$ cat src/hdl/amc_pkg.sv
// Package for the accumulator machine core: sizes, opcodes, status codes,
// sequencer states and the shared ALU command type. No dependencies.
package amc_pkg;
  localparam int MemWords  = 4096;
  localparam int AddrW     = $clog2(MemWords);
  localparam int PcW       = AddrW + 1;
  localparam int StepW     = 40;
  localparam logic [StepW-1:0] StepLimitReset = 40'd10000000;

  localparam logic [31:0] OpAdd = 32'd1, OpSub = 32'd2, OpMul = 32'd3, OpDiv = 32'd4;
  localparam logic [31:0] OpJmp = 32'd5, OpJmpn = 32'd6, OpJmpp = 32'd7, OpJmpz = 32'd8;
  localparam logic [31:0] OpCopy = 32'd9, OpLoad = 32'd10, OpStore = 32'd11;
  localparam logic [31:0] OpInput = 32'd12, OpOutput = 32'd13, OpStop = 32'd14;

  localparam logic [2:0] StOk = 3'd0, StHalt = 3'd1, StAddr = 3'd2;
  localparam logic [2:0] StDivZero = 3'd3, StBadOp = 3'd4, StLimit = 3'd5;

  localparam logic [1:0] FnLoad = 2'd0, FnExec = 2'd1, FnRestart = 2'd2;

  typedef enum logic [3:0] {
    S_IDLE, S_CLEAR, S_FOP, S_DOP, S_DA, S_DB, S_DDATA, S_ALU, S_WAIT, S_WB, S_OUT
  } state_e;

  typedef enum logic [1:0] { ALU_MUL, ALU_DIV } alu_op_e;

  typedef struct packed {
    logic    start;
    alu_op_e op;
  } alu_cmd_t;

  typedef struct packed {
    logic        busy;
    logic        done;
    logic [31:0] result;
  } alu_sts_t;
endpackage

$ cat src/hdl/amc_alu.sv
// Shared iterative multiply/divide unit, one bit per cycle.
// Depends on amc_pkg.
module amc_alu (
  input  logic              clk_i,
  input  logic              rst_ni,
  input  amc_pkg::alu_cmd_t cmd_i,
  input  logic [31:0]       a_i,
  input  logic [31:0]       b_i,
  output amc_pkg::alu_sts_t sts_o
);
  import amc_pkg::*;

  logic [5:0]  cnt_q, cnt_d;
  logic        busy_q, busy_d, done_q, done_d, neg_q, neg_d;
  alu_op_e     op_q, op_d;
  logic [31:0] acc_q, acc_d, x_q, x_d, y_q, y_d;
  logic [32:0] rem_sh;
  logic [31:0] na, nb;

  always_comb begin
    na = a_i[31] ? 32'(0 - a_i) : a_i;
    nb = b_i[31] ? 32'(0 - b_i) : b_i;
    cnt_d = cnt_q; busy_d = busy_q; done_d = 1'b0; neg_d = neg_q; op_d = op_q;
    acc_d = acc_q; x_d = x_q; y_d = y_q;
    rem_sh = {acc_q, x_q[31]};
    if (cmd_i.start) begin
      busy_d = 1'b1; cnt_d = 6'd0; op_d = cmd_i.op; acc_d = '0;
      if (cmd_i.op == ALU_MUL) begin
        x_d = a_i; y_d = b_i; neg_d = 1'b0;
      end else begin
        x_d = na; y_d = nb; neg_d = a_i[31] ^ b_i[31];
      end
    end else if (busy_q) begin
      if (op_q == ALU_MUL) begin
        if (y_q[0]) acc_d = acc_q + x_q;
        x_d = x_q << 1; y_d = y_q >> 1;
      end else begin
        x_d = {x_q[30:0], 1'b0};
        if (rem_sh >= {1'b0, y_q}) begin
          acc_d = 32'(rem_sh - {1'b0, y_q}); x_d[0] = 1'b1;
        end else begin
          acc_d = rem_sh[31:0];
        end
      end
      cnt_d = cnt_q + 6'd1;
      if (cnt_q == 6'd31) begin
        busy_d = 1'b0; done_d = 1'b1;
      end
    end
  end

  always_ff @(posedge clk_i or negedge rst_ni) begin
    if (!rst_ni) begin
      cnt_q <= '0; busy_q <= 1'b0; done_q <= 1'b0; neg_q <= 1'b0; op_q <= ALU_MUL;
    end else begin
      cnt_q <= cnt_d; busy_q <= busy_d; done_q <= done_d; neg_q <= neg_d; op_q <= op_d;
    end
  end

  always_ff @(posedge clk_i) begin
    acc_q <= acc_d; x_q <= x_d; y_q <= y_d;
  end

  always_comb begin
    sts_o.busy = busy_q;
    sts_o.done = done_q;
    if (op_q == ALU_MUL) sts_o.result = acc_q;
    else sts_o.result = neg_q ? 32'(0 - x_q) : x_q;
  end

  a_done_after_busy: assert property (@(posedge clk_i) disable iff (!rst_ni)
    sts_o.done |-> $past(busy_q)) else $error("alu done without busy");
  a_no_overlap: assert property (@(posedge clk_i) disable iff (!rst_ni)
    cmd_i.start |-> !busy_q) else $error("alu start while busy");
  a_done_pulse: assert property (@(posedge clk_i) disable iff (!rst_ni)
    sts_o.done |=> !sts_o.done) else $error("alu done held");
endmodule

$ cat config.mk
export PLATFORM = sky130hd
export DESIGN_NAME = amc_alu
export DESIGN_NICKNAME = d
export VERILOG_FILES = /design/src/hdl/amc_pkg.sv /design/src/hdl/amc_alu.sv
export SDC_FILE = /design/constraint.sdc
export NUM_CORES = 1
export LEC_CHECK = 0
export BUFFER_PORTS_ARGS = -buffer_cell sky130_fd_sc_hd__buf_2
export CORE_MARGIN = 2
export CORE_UTILIZATION = 40
export DETAILED_ROUTE_END_ITERATION = 10
export PLACE_DENSITY = 0.66
export SLEW_MARGIN = 15
export SYNTH_ARGS = -nofsm -noshare
export SYNTH_HDL_FRONTEND = slang
export SYNTH_SLANG_ARGS = --single-unit
$ cat constraint.sdc
create_clock -name clk_i -period 7.55 [get_ports clk_i]
set_input_delay 0.3775 -clock clk_i [delete_from_list [all_inputs] [get_ports clk_i]]
set_output_delay 0.3775 -clock clk_i [all_outputs]
set_load 0.01 [all_outputs]
* Yosys cells after proc, flatten, opt, wreduce, memory -nomap -nowiden
Index checks and enable logic that the tools add are counted.
Operators by class: add/sub/neg operators 6, $lt $le $gt $ge 1, equality and inequality tests 2, mux-type cells 25, bitwise gates (word level) 1, reductions and logical operators 6
Operator list (number):
- $mux W32 | 14
- $sub A1 B32 Y32 const A | 3
- $ge A33 B32 Y1 | 1
- $add A32 B32 Y32 | 1
- $sub A32 B32 Y32 | 1
- $mux W6 | 2
- $mux W1 | 9
- $add A6 B1 Y6 const B | 1
- $eq A6 B5 Y1 const B | 1
- $logic_not A2 Y1 | 2
- $reduce_and A2 Y1 | 2
- $reduce_bool A2 Y1 | 2
- $ne A2 B2 Y1 const B | 1
- $xor A1 B1 Y1 | 1
Storage, ports and cells: flip-flop bits (word level) 107, input bits 69, logic and storage cells 49

* Depth between registers and ports, before layout
depth after elaboration 5, depth in mapped cells 14, mapped depth without buffers 12

* Least setup slack after synthesis
OpenSTA, ideal clock, no wires.
path type register -> output, start point reg x_q[5], end point out sts_o[28] (netlist bit), data arrival time 2.592 ns, required time 7.173 ns, slack 4.581 ns, stages on the path, launching flop included 10, path buffers 0, cell sequence edfxtp_1 > nor4_1 > nand3_1 > or2_2 > or3_1 > nor2_1 > nand2_1 > o31ai_1 > xor2_1 > o21ai_0
RTL lines:
- start: declaration | line amc_alu.sv:16 | logic [31:0] acc_q, acc_d, x_q, x_d, y_q, y_d;
- start signal: assignment | line amc_alu.sv:61 | acc_q <= acc_d; x_q <= x_d; y_q <= y_d;
- end: declaration | line amc_alu.sv:9 | output amc_pkg::alu_sts_t sts_o

==> reports/results.tsv <==
stage	metric	value	unit
pwr	P_int	0.00198	W
place	IO buf count	102	
timing	final slew viol count	0	
clocking	TritonCTS clock tree	built	
yosys	Async S/R FF share, synth	10.3	%
global_route	first-pass GRT wire length	48.5	mm
critical_path	crit-path max FO	5	
pwr	LEAKAGE	4.72	nW
pwr	power per cell area	335	nW/um^2
yosys	synthesized instance count	1329	
layout	Inserted Diodes	0	
drt	Routed Antenna Nets	0	
critical_path	Worst setup EP type	output port	
timing	worst rel slew slack	35.7	%
yosys	number of synthesis warnings	0	
drt	drt initial violations	757	
global_route	vias in the first global route	9729	
drt	Avg WL per Cell	17.4	microns
clocking	clock buffer depth	2	
yosys	#FFs+latches synth	107	
clocking	hold_buf cts	1	
clocking	Clock Latency Late Sink	370	ps
global_route	largest net degree at the start of global routing	84	
timing	Fin Setup TNS	0	ps
yosys	Post-Syn Area	10300	sq um
clocking	CTS buffer count	9	
yosys	syn nets	1467	
timing	Final Cycle Share	53.3	%
die	Die Y	165	microns
timing	Layout Skew	14.5	ps
place	GP Congestion	0.878	
timing	top achievable clock speed	0.249	GHz
status	status	finished clean	
hold_path	Hold Path Class	primary input to register	
timing	fin crit period	4020	ps
clocking	TritonCTS Sinks	107	
clocking	CTS HTree Levels	3	
critical_path	Critical Path RT	7170	ps
timing	RSZ-0062 raised after global routing	false	
die	core area	25300	sq um
layout	filler cell count	2604	
clocking	CTS Root Cell	clkbuf_16	
global_route	Congestion Overflow GR	0	
critical_path	CP arrival	3650	ps
yosys	Synth cell types	79	
layout	share of post-route cells with drive strength above 1	11.0	%
drt	DRC Markers	0	
clocking	post-CTS sizing	0	
die	die area	27200	sq um
pwr	sequential power share	25.7	%
layout	# nets final	1532	
clocking	Post-CTS Setup Bufs	0	
yosys	sequential share of the synthesized area	27.4	%
pwr	Sw Ratio	48.2	%
drt	Routed WL	30.1	mm
critical_path	startpoint class of the critical path	register	
layout	Area Growth Syn to Fin	10.2	%
drt	router iterations before antenna repair	5	
drt	Vias/cell	5.76	
yosys	ys flop type	edfxtp_1	
timing	# setup viols final	0	
die	Starting Density	40.9	%
die	I/O Pins	103	
global_route	initial antenna violation count	1	
yosys	EDFF count, synth	64	
die	chip width	165	microns
critical_path	Worst Path Class, Setup	register to output port	
clocking	clock transition at the registers of the reported paths	80	ps
timing	final hold slack	339	ps
pwr	switching power	0.00184	W
pwr	Comb power frac	61.7	%
pwr	Clk pwr share	12.6	%
timing	Fin. Hold Viols	0	
place	post-DP HPWL	23.3	mm
pwr	maximum vdd drop	0.000205	V
global_route	total track usage	22.5	%
drt	via count	9957	
job	Max Cap Viol	0	
die	num rows	58	
yosys	syn_area_per_cell	7.78	sq um
timing	Least-Margin Pin Slew	962	ps
## kinds of logic after synthesis
group,count (synthesis),share of synthesized area (%)
adder cells (fa/ha/maj),69,8.49
AO/OA/AOI/OAI,437,26.7
flip-flops,107,27.4
XOR/XNOR,136,11.5
AND/OR/NAND/NOR,451,20.3
buffers and inverters,118,4.43
multiplexers,11,1.13
## cell type report
cell class | instances | area [sq um] | share of cell area, %
multi-input cells | 1104 | 7060 | 61.9
repair buffers | 111 | 583 | 5.11
well taps | 330 | 413 | 3.62
clock buffers | 11 | 243 | 2.13
clock inverters | 5 | 37.5 | 0.329
flip-flops and latches | 107 | 2840 | 24.9
inverters | 61 | 229 | 2.01
## critical path, stage by stage (launching register included)
cell and delay, ps:
edfxtp_1 480, nor4_1 540, nand3_1 340, or4_1 580
nor2_1 120, nand2_1 90, o31ai_1 500, xnor2_1 120
a21oi_1 290, buf_2 190
## sequential cells by signal (all words and copies together), names as in the netlist
signal,cells
acc_q,32
x_q,32
y_q,32
cnt_q,6
op_q,2
busy_q,1
done_q,1
neg_q,1
## worst paths after layout
| path | from | to | slack (ps) | cells after the start |
|---|---|---|---|---|
| max | x_q[5] | sts_o[31] | 3530 | 9 |
| min | cmd_i[1] | op_q[1] | 340 | 2 |
| max reg2reg | acc_q[0] | acc_q[30] | 3900 | 12 |
| min reg2reg | acc_q[29] | acc_q[29] | 530 | 2 |
| max in group asynchronous | rst_ni | neg_q | 6890 | 2 |
| min in group asynchronous | rst_ni | done_q | 430 | 2 |
## layer usage
layer	GRT usage, %	wire [microns]	vias up
met5	0	0	-
met4	8.66	1040	0
met3	2.64	1210	62
met2	38.8	14600	234
met1	28.7	13300	4695
li1	-	-	4966
## Yosys cell counts (5+ instances only)
library cell | n | area [sq um]
o21ai_0 | 98 | 490
nand3_1 | 27 | 135
nand4_1 | 9 | 56.3
o41ai_1 | 6 | 52.6
and3_1 | 14 | 87.6
nor4_1 | 8 | 50.1
a21oi_1 | 157 | 786
dfrtp_1 | 11 | 275
o31ai_1 | 23 | 173
nand2_1 | 131 | 492
dfxtp_1 | 32 | 641
mux2_2 | 5 | 56.3
ha_1 | 67 | 838
inv_1 | 61 | 229
nand2b_1 | 9 | 56.3
xnor2_1 | 59 | 517
edfxtp_1 | 64 | 1920
o21a_1 | 8 | 60.1
and2_1 | 9 | 56.3
a21o_1 | 32 | 240
o211ai_1 | 20 | 150
a311oi_1 | 5 | 43.8
a211oi_1 | 16 | 120
nor2_1 | 151 | 567
a31oi_1 | 11 | 68.8
or3_1 | 12 | 75.1
mux2i_1 | 6 | 60.1
or4_1 | 8 | 60.1
or2_2 | 7 | 43.8
buf_2 | 6 | 30.0
nor2b_1 | 13 | 81.3
nor3_1 | 35 | 175
clkbuf_1 | 45 | 169
xor2_1 | 77 | 674
## power groups by stage
stage               combinational [W]  sequential (W)  clock (W)
global placement              0.00231        0.000992          0
detailed placement            0.00233        0.000995          0
floorplan                     0.00181        0.000894          0
global route                  0.00263         0.00100   0.000507
finish                        0.00236        0.000981   0.000481
CTS                           0.00234        0.000980   0.000489
## stage by stage
| stage | instance area [sq um] | instances | utilization (%) | setup WS, ps | total power, W |
|---|---|---|---|---|---|
| floorplan | 10300 | 1329 | - | 4580 | 0.00271 |
| global placement | 11100 | 1712 | 44.0 | 3970 | 0.00330 |
| detailed placement | 11100 | 1712 | 44.0 | 3960 | 0.00332 |
| CTS | 11400 | 1729 | 45.1 | 3560 | 0.00381 |
| global route | 11400 | 1729 | 45.1 | 3330 | 0.00414 |
| finish | 11400 | 1729 | 45.1 | 3530 | 0.00382 |
## cells in the final DEF, fill, tap and decap left out, drive strengths merged, types with 32 or more instances in the layout
master / instances
edfxtp: 64
dfxtp: 32
a21o: 32
nand2: 131
xnor2: 59
buf: 110
nor2: 152
ha: 67
a21oi: 158
o21ai: 101
inv: 62
xor2: 77
nor3: 36
No activity file was read; power rests on OpenSTA's default activity.
